## src/sv/bfsp_pkg.sv

```systemverilog
package bfsp_pkg;

  // Fixed field widths of the item and result payloads.
  localparam int unsigned VTX_W  = 6;
  localparam int unsigned DIST_W = 24;
  localparam int unsigned WGT_W  = 16;
  localparam int unsigned VCNT_W = 7;

  // Configuration port.
  localparam int unsigned CFG_AW = 1;
  localparam int unsigned CFG_DW = 7;
  localparam logic [CFG_AW-1:0] REG_VERTEX_COUNT  = 1'd0;
  localparam logic [CFG_AW-1:0] REG_SOURCE_VERTEX = 1'd1;

  localparam logic [VCNT_W-1:0] VERTEX_COUNT_RST  = 7'd64;
  localparam logic [VTX_W-1:0]  SOURCE_VERTEX_RST = 6'd0;

  // Saturation bounds of a distance.
  localparam logic signed [DIST_W-1:0] DIST_MAX = 24'sh7FFFFF;
  localparam logic signed [DIST_W-1:0] DIST_MIN = 24'sh800000;

  // Stream payload widths, padded to whole bytes.
  localparam int unsigned S_TDATA_W = 32;
  localparam int unsigned M_TDATA_W = 40;

  typedef enum logic [8:0] {
    S_IDLE     = 9'b000000001,
    S_INIT     = 9'b000000010,
    S_FETCH    = 9'b000000100,
    S_LOOKUP   = 9'b000001000,
    S_RELAX    = 9'b000010000,
    S_OUT_RD   = 9'b000100000,
    S_OUT_LOAD = 9'b001000000,
    S_OUT_SEND = 9'b010000000,
    S_SPARE    = 9'b100000000
  } state_e;

  // Commands from the sequencer to the datapath.
  typedef struct packed {
    logic store;     // write the accepted edge into the edge store
    logic v_clr;     // vertex counter to zero
    logic v_inc;     // vertex counter up by one
    logic init_wr;   // write the initial entry of the current vertex
    logic pass_set;  // start of relaxation: pass 1, edge 0
    logic e_clr;     // edge counter to zero
    logic e_inc;     // edge counter up by one
    logic pass_inc;  // pass counter up by one
    logic edge_rd;   // read the current edge
    logic vert_rd;   // read tail and head vertex entries
    logic relax;     // relax the edge that was read
    logic out_rd;    // read the entry of the current vertex
    logic out_load;  // load the result register
    logic finish;    // run done: clear edge count and overflow
  } cmd_t;

  // Status from the datapath to the sequencer.
  typedef struct packed {
    logic v_last;
    logic e_last;
    logic pass_last;
    logic no_pass;
  } status_t;

endpackage

```

## src/sv/bfsp_ctrl.sv

```systemverilog
module bfsp_ctrl (
  input  logic             clk_i,
  input  logic             rst_ni,
  input  logic             s_axis_tvalid,
  input  logic             s_axis_tlast,
  output logic             s_axis_tready,
  output logic             m_axis_tvalid,
  input  logic             m_axis_tready,
  input  bfsp_pkg::status_t status_i,
  output bfsp_pkg::cmd_t    cmd_o
);

  bfsp_pkg::state_e state_q, state_d;
  logic             in_acc;
  logic             out_acc;

  assign s_axis_tready = (state_q == bfsp_pkg::S_IDLE);
  assign m_axis_tvalid = (state_q == bfsp_pkg::S_OUT_SEND);
  assign in_acc        = s_axis_tvalid && s_axis_tready;
  assign out_acc       = m_axis_tvalid && m_axis_tready;

  always_comb begin
    state_d = state_q;
    cmd_o   = '0;
    case (state_q)
      bfsp_pkg::S_IDLE: begin
        if (in_acc) begin
          cmd_o.store = 1'b1;
          if (s_axis_tlast) begin
            cmd_o.v_clr = 1'b1;
            state_d     = bfsp_pkg::S_INIT;
          end
        end
      end
      bfsp_pkg::S_INIT: begin
        cmd_o.init_wr = 1'b1;
        if (status_i.v_last) begin
          cmd_o.pass_set = 1'b1;
          if (status_i.no_pass) begin
            cmd_o.v_clr = 1'b1;
            state_d     = bfsp_pkg::S_OUT_RD;
          end else begin
            state_d = bfsp_pkg::S_FETCH;
          end
        end else begin
          cmd_o.v_inc = 1'b1;
        end
      end
      bfsp_pkg::S_FETCH: begin
        cmd_o.edge_rd = 1'b1;
        state_d       = bfsp_pkg::S_LOOKUP;
      end
      bfsp_pkg::S_LOOKUP: begin
        cmd_o.vert_rd = 1'b1;
        state_d       = bfsp_pkg::S_RELAX;
      end
      bfsp_pkg::S_RELAX: begin
        cmd_o.relax = 1'b1;
        if (status_i.e_last) begin
          cmd_o.e_clr = 1'b1;
          if (status_i.pass_last) begin
            cmd_o.v_clr = 1'b1;
            state_d     = bfsp_pkg::S_OUT_RD;
          end else begin
            cmd_o.pass_inc = 1'b1;
            state_d        = bfsp_pkg::S_FETCH;
          end
        end else begin
          cmd_o.e_inc = 1'b1;
          state_d     = bfsp_pkg::S_FETCH;
        end
      end
      bfsp_pkg::S_OUT_RD: begin
        cmd_o.out_rd = 1'b1;
        state_d      = bfsp_pkg::S_OUT_LOAD;
      end
      bfsp_pkg::S_OUT_LOAD: begin
        cmd_o.out_load = 1'b1;
        state_d        = bfsp_pkg::S_OUT_SEND;
      end
      bfsp_pkg::S_OUT_SEND: begin
        if (out_acc) begin
          if (status_i.v_last) begin
            cmd_o.finish = 1'b1;
            state_d      = bfsp_pkg::S_IDLE;
          end else begin
            cmd_o.v_inc = 1'b1;
            state_d     = bfsp_pkg::S_OUT_RD;
          end
        end
      end
      default: begin
        state_d = bfsp_pkg::S_IDLE;
      end
    endcase
  end

  always_ff @(posedge clk_i or negedge rst_ni) begin
    if (!rst_ni) begin
      state_q <= bfsp_pkg::S_IDLE;
    end else begin
      state_q <= state_d;
    end
  end

`ifndef SYNTH
  // Input and output sides are never open at the same time.
  a_no_overlap: assert property (@(posedge clk_i) disable iff (!rst_ni)
    !(s_axis_tready && m_axis_tvalid))
    else $error("input ready while a result is shown");

  // The last edge starts the initialization sweep.
  a_run_start: assert property (@(posedge clk_i) disable iff (!rst_ni)
    (s_axis_tvalid && s_axis_tready && s_axis_tlast) |=> (state_q == bfsp_pkg::S_INIT))
    else $error("last edge did not start a run");

  // Taking the final result reopens the input side.
  a_run_end: assert property (@(posedge clk_i) disable iff (!rst_ni)
    (m_axis_tvalid && m_axis_tready && status_i.v_last) |=> s_axis_tready)
    else $error("block not idle after the final result");
`endif

endmodule

```

## config.mk

```make
export PLATFORM = sky130hd
export DESIGN_NAME = bfsp_ctrl
export DESIGN_NICKNAME = d
export VERILOG_FILES = /design/src/sv/bfsp_pkg.sv /design/src/sv/bfsp_ctrl.sv
export SDC_FILE = /design/constraint.sdc
export NUM_CORES = 1
export LEC_CHECK = 0
export ABC_AREA = 0
export BUFFER_PORTS_ARGS = -buffer_cell sky130_fd_sc_hd__clkbuf_2
export CAP_MARGIN = 10
export CORE_AREA = 3 3 40 42
export DETAILED_ROUTE_END_ITERATION = 7
export DIE_AREA = 0 0 43 45
export PLACE_DENSITY = 0.75
export SLEW_MARGIN = 15
export SYNTH_ARGS = -nofsm -noshare
export SYNTH_HDL_FRONTEND = slang
export SYNTH_SLANG_ARGS = --single-unit
```

## constraint.sdc

```tcl
create_clock -name clk_i -period 4.7 [get_ports clk_i]
set_input_delay 0.235 -clock clk_i [delete_from_list [all_inputs] [get_ports clk_i]]
set_output_delay 0.235 -clock clk_i [all_outputs]
set_load 0.02 [all_outputs]
```

==> impl_metrics.yaml <==
floorplanning:
  initial_utilization_pct: 47.81
  die_w_um: 43
  rows: 13
  dieArea_um2: 1935
  coreArea_um2: 1285
  io_pins: 25
  chipHeight_um: 45
critical_path:
  cp_data_required_time_ns: 4.47
  slowest_stage: "nor4_4"
  max_stage_delay_ns: 0.47
  crit_type: "register to output port"
  crit_arrival_ns: 1.94
  critPathLaunchType: "register"
  crit_fanout: 8
  endpoint_kind: "output port"
  crit_chain: "nor4_4, and4b_4, and2_1, and2b_1, clkbuf_2"
  critPathTopFamily: "simple AND/OR/NAND/NOR gates"
  crit_buf_inv: 1
run_status:
  outcome: "completed"
sta:
  slew_headroom_pct: 71.93
  finClkSkew_ns: 0.01328
  setup_violations: 0
  fin_crit_sh_pct: 46.30
  holdWs_ns: 0.1995
  rsz0062_at_grt: "false"
  fin_tns_setup_ns: 0
  max_freq_ghz: 0.4595
  slew_violations: 0
  hold_viol: 0
  post-route-min-period_ns: 2.176
  worstMarginPinSlew_ns: 0.4180
clock_tree:
  clock_sinks: 8
  path_clk_slew_ns: 0.06
  clk_latency_ns: 0.27
  clock_path_buffers: 2
  cts-buffers-inserted: 3
  post_cts_buffers: 0
  cts_root_buffer: "clkbuf_4"
  ctsHtreeMaxLevel: 1
  cts_tree: "done"
synth:
  ys_ff_latch: 8
  synth_top_flop_cell: "dfrtp_1"
  synth_common_cells: "dfrtp_1 (7), nand2_1 (7), nor2_1 (6)"
  synth_area_um2: 614.3
  synth_cells: 67
  async_flop_share_pct: 100.0
  synth_nets: 76
  synth_edf_count: 0
  yosys.area.top_type_share_pct: 28.51
  synth_area_leaders: "dfrtp_1 (29%), nor4_4 (6.9%), nor3b_1 (6.1%), dfstp_2 (4.3%), nand2_1 (4.3%)"
  synth_top_area_cell: "dfrtp_1"
  syn_avg_cell_area_um2: 9.169
  synth_cell_types: 30
  synth.yosys.seq_area_share_pct: 32.79
  yosys_warnings: 0
global_routing:
  overflow: 0
  antenna_found_initial: 0
  grt_pass1_vias: 606
  track_usage_pct: 17.52
  grt_pass1_wl_mm: 2.518
  grt_max_degree: 9
placement:
  port_buffers: 24
  dpl-instance-area_um2: 753.2
  gp_congestion: 0.7153
  hpwl_mm: 1.169
final_layout:
  final_cell_area_um2: 789.5
  top_register: "state_q"
  largest_reg_flops: 8
  final_nets: 106
  diodes: 0
  synthToLayoutAreaGrowth_pct: 28.51
  drive_gt1_share_pct: 36.46
  top_regs: "state_q x8"
routing:
  top_layer: "met4"
  ant_nets: 0
  post-route-drc-count: 0
  met1Wirelength_um: 584
  wl_met2_um: 741
  wire_per_inst_um: 12.98
  route.met3.wl_um: 90
  dr.pass1.iters: 4
  vias: 609
  viasPerCell: 5.486
  drt_wl_total_mm: 1.441
  drt_iter0_drc: 11
pwr:
  irDropWorstVdd_mv: 0.2629
  leakage_nw: 0.3902
  p_clk_share_pct: 17.0
  switching_share_pct: 44.15
  switchingPower_uw: 153.8
  seq_power_share_pct: 29.7
  combPwrFrac_pct: 53.3
  p_int_uw: 194.5
  powerDensity_nw_per_um2: 441.1
job:
  cap_violations: 0
hold_path:
  min_path_type: "primary input to register"
cell families (layout without fill, tap and decap cells):
| family | after synthesis | after routing | share of synthesized area, % |
|---|---|---|---|
| simple gates | 39 | 39 | 43.38 |
| compound gates | 12 | 12 | 16.50 |
| flops | 8 | 8 | 32.79 |
| buf+inv | 5 | 34 | 3.054 |
| xor+xnor | 3 | 3 | 4.278 |
per-stage QoR:
stage          setup WS [ns]  instances  util, %  total power, mW
2_1_floorplan          2.751         67        -           0.2416
3_3_place_gp           2.859        106    58.62           0.2874
3_5_place_dp           2.815        106    58.62           0.2901
4_1_cts                2.516        111    61.44           0.3514
5_1_grt                2.386        111    61.44           0.3748
6_report               2.524        111    61.44           0.3483
layout make-up:
cell class / instances / area (um^2)
clock buffers: 4 / 26.28
fillers: 122 / 495.5
inverters: 5 / 18.77
multi-input cells: 54 / 394.1
flip-flops and latches: 8 / 201.4
well taps: 15 / 18.77
repair buffers: 25 / 130.1
layer usage:
layer	up-vias	global-route usage (%)
li1	302	-
met1	283	20.20
met4	0	5.422
met5	-	0
met3	4	5.976
met2	20	30.84
power groups by stage:
| stage | registers, mW | clock network, mW | logic, mW |
|---|---|---|---|
| 2_1_floorplan | 0.100 | 0 | 0.141 |
| 3_3_place_gp | 0.104 | 0 | 0.183 |
| 3_5_place_dp | 0.105 | 0 | 0.185 |
| 4_1_cts | 0.104 | 0.0610 | 0.187 |
| 5_1_grt | 0.106 | 0.0637 | 0.205 |
| 6_report | 0.104 | 0.0592 | 0.185 |
cell usage in the layout, fill, tap and decap left out:
cell type	n
and4b_1	2
and2b_1	2
nor4_4	2
and2_1	2
nand2_1	7
dfrtp_1	7
o22ai_1	1
nand4_1	1
dlygate4sd3_1	1
nand3_1	4
clkinv_1	1
dfstp_2	1
o2111a_1	1
nor3_1	1
o21ai_0	1
o221ai_1	1
xor2_1	2
clkbuf_2	24
o211ai_1	2
nor2b_1	3
a2bb2oi_1	2
nor3b_1	5
o21bai_1	1
clkbuf_4	3
and3_1	1
o21ba_2	1
xnor2_1	1
nor2_1	6
a21oi_1	1
clkbuf_1	1
a311oi_2	1
and4b_4	1
nand3_2	2
inv_1	4
worst paths after layout:
check / to / depth (start not counted) / from / slack [ns]
setup reg to reg: state_q[1]$_DFFE_PN0P_ / 4 / state_q[6]$_DFFE_PN0P_ / 2.95
hold / removal: state_q[7]$_DFFE_PN0P_ / 2 / m_axis_tready / 0.20
min in group asynchronous: state_q[4]$_DFFE_PN0P_ / 2 / rst_ni / 0.34
max in group asynchronous: state_q[0]$_DFFE_PN1P_ / 2 / rst_ni / 4.10
hold reg to reg: state_q[4]$_DFFE_PN0P_ / 1 / state_q[2]$_DFFE_PN0P_ / 0.60
setup / recovery: cmd_o[6] / 5 / state_q[6]$_DFFE_PN0P_ / 2.52
repair_timing:
item	4_1_cts	5_1_grt
endpoints found under the hold margin	7	0
gates resized for setup	0	0
hold buffers	1	0
No activity file was read; power rests on OpenSTA's default activity.
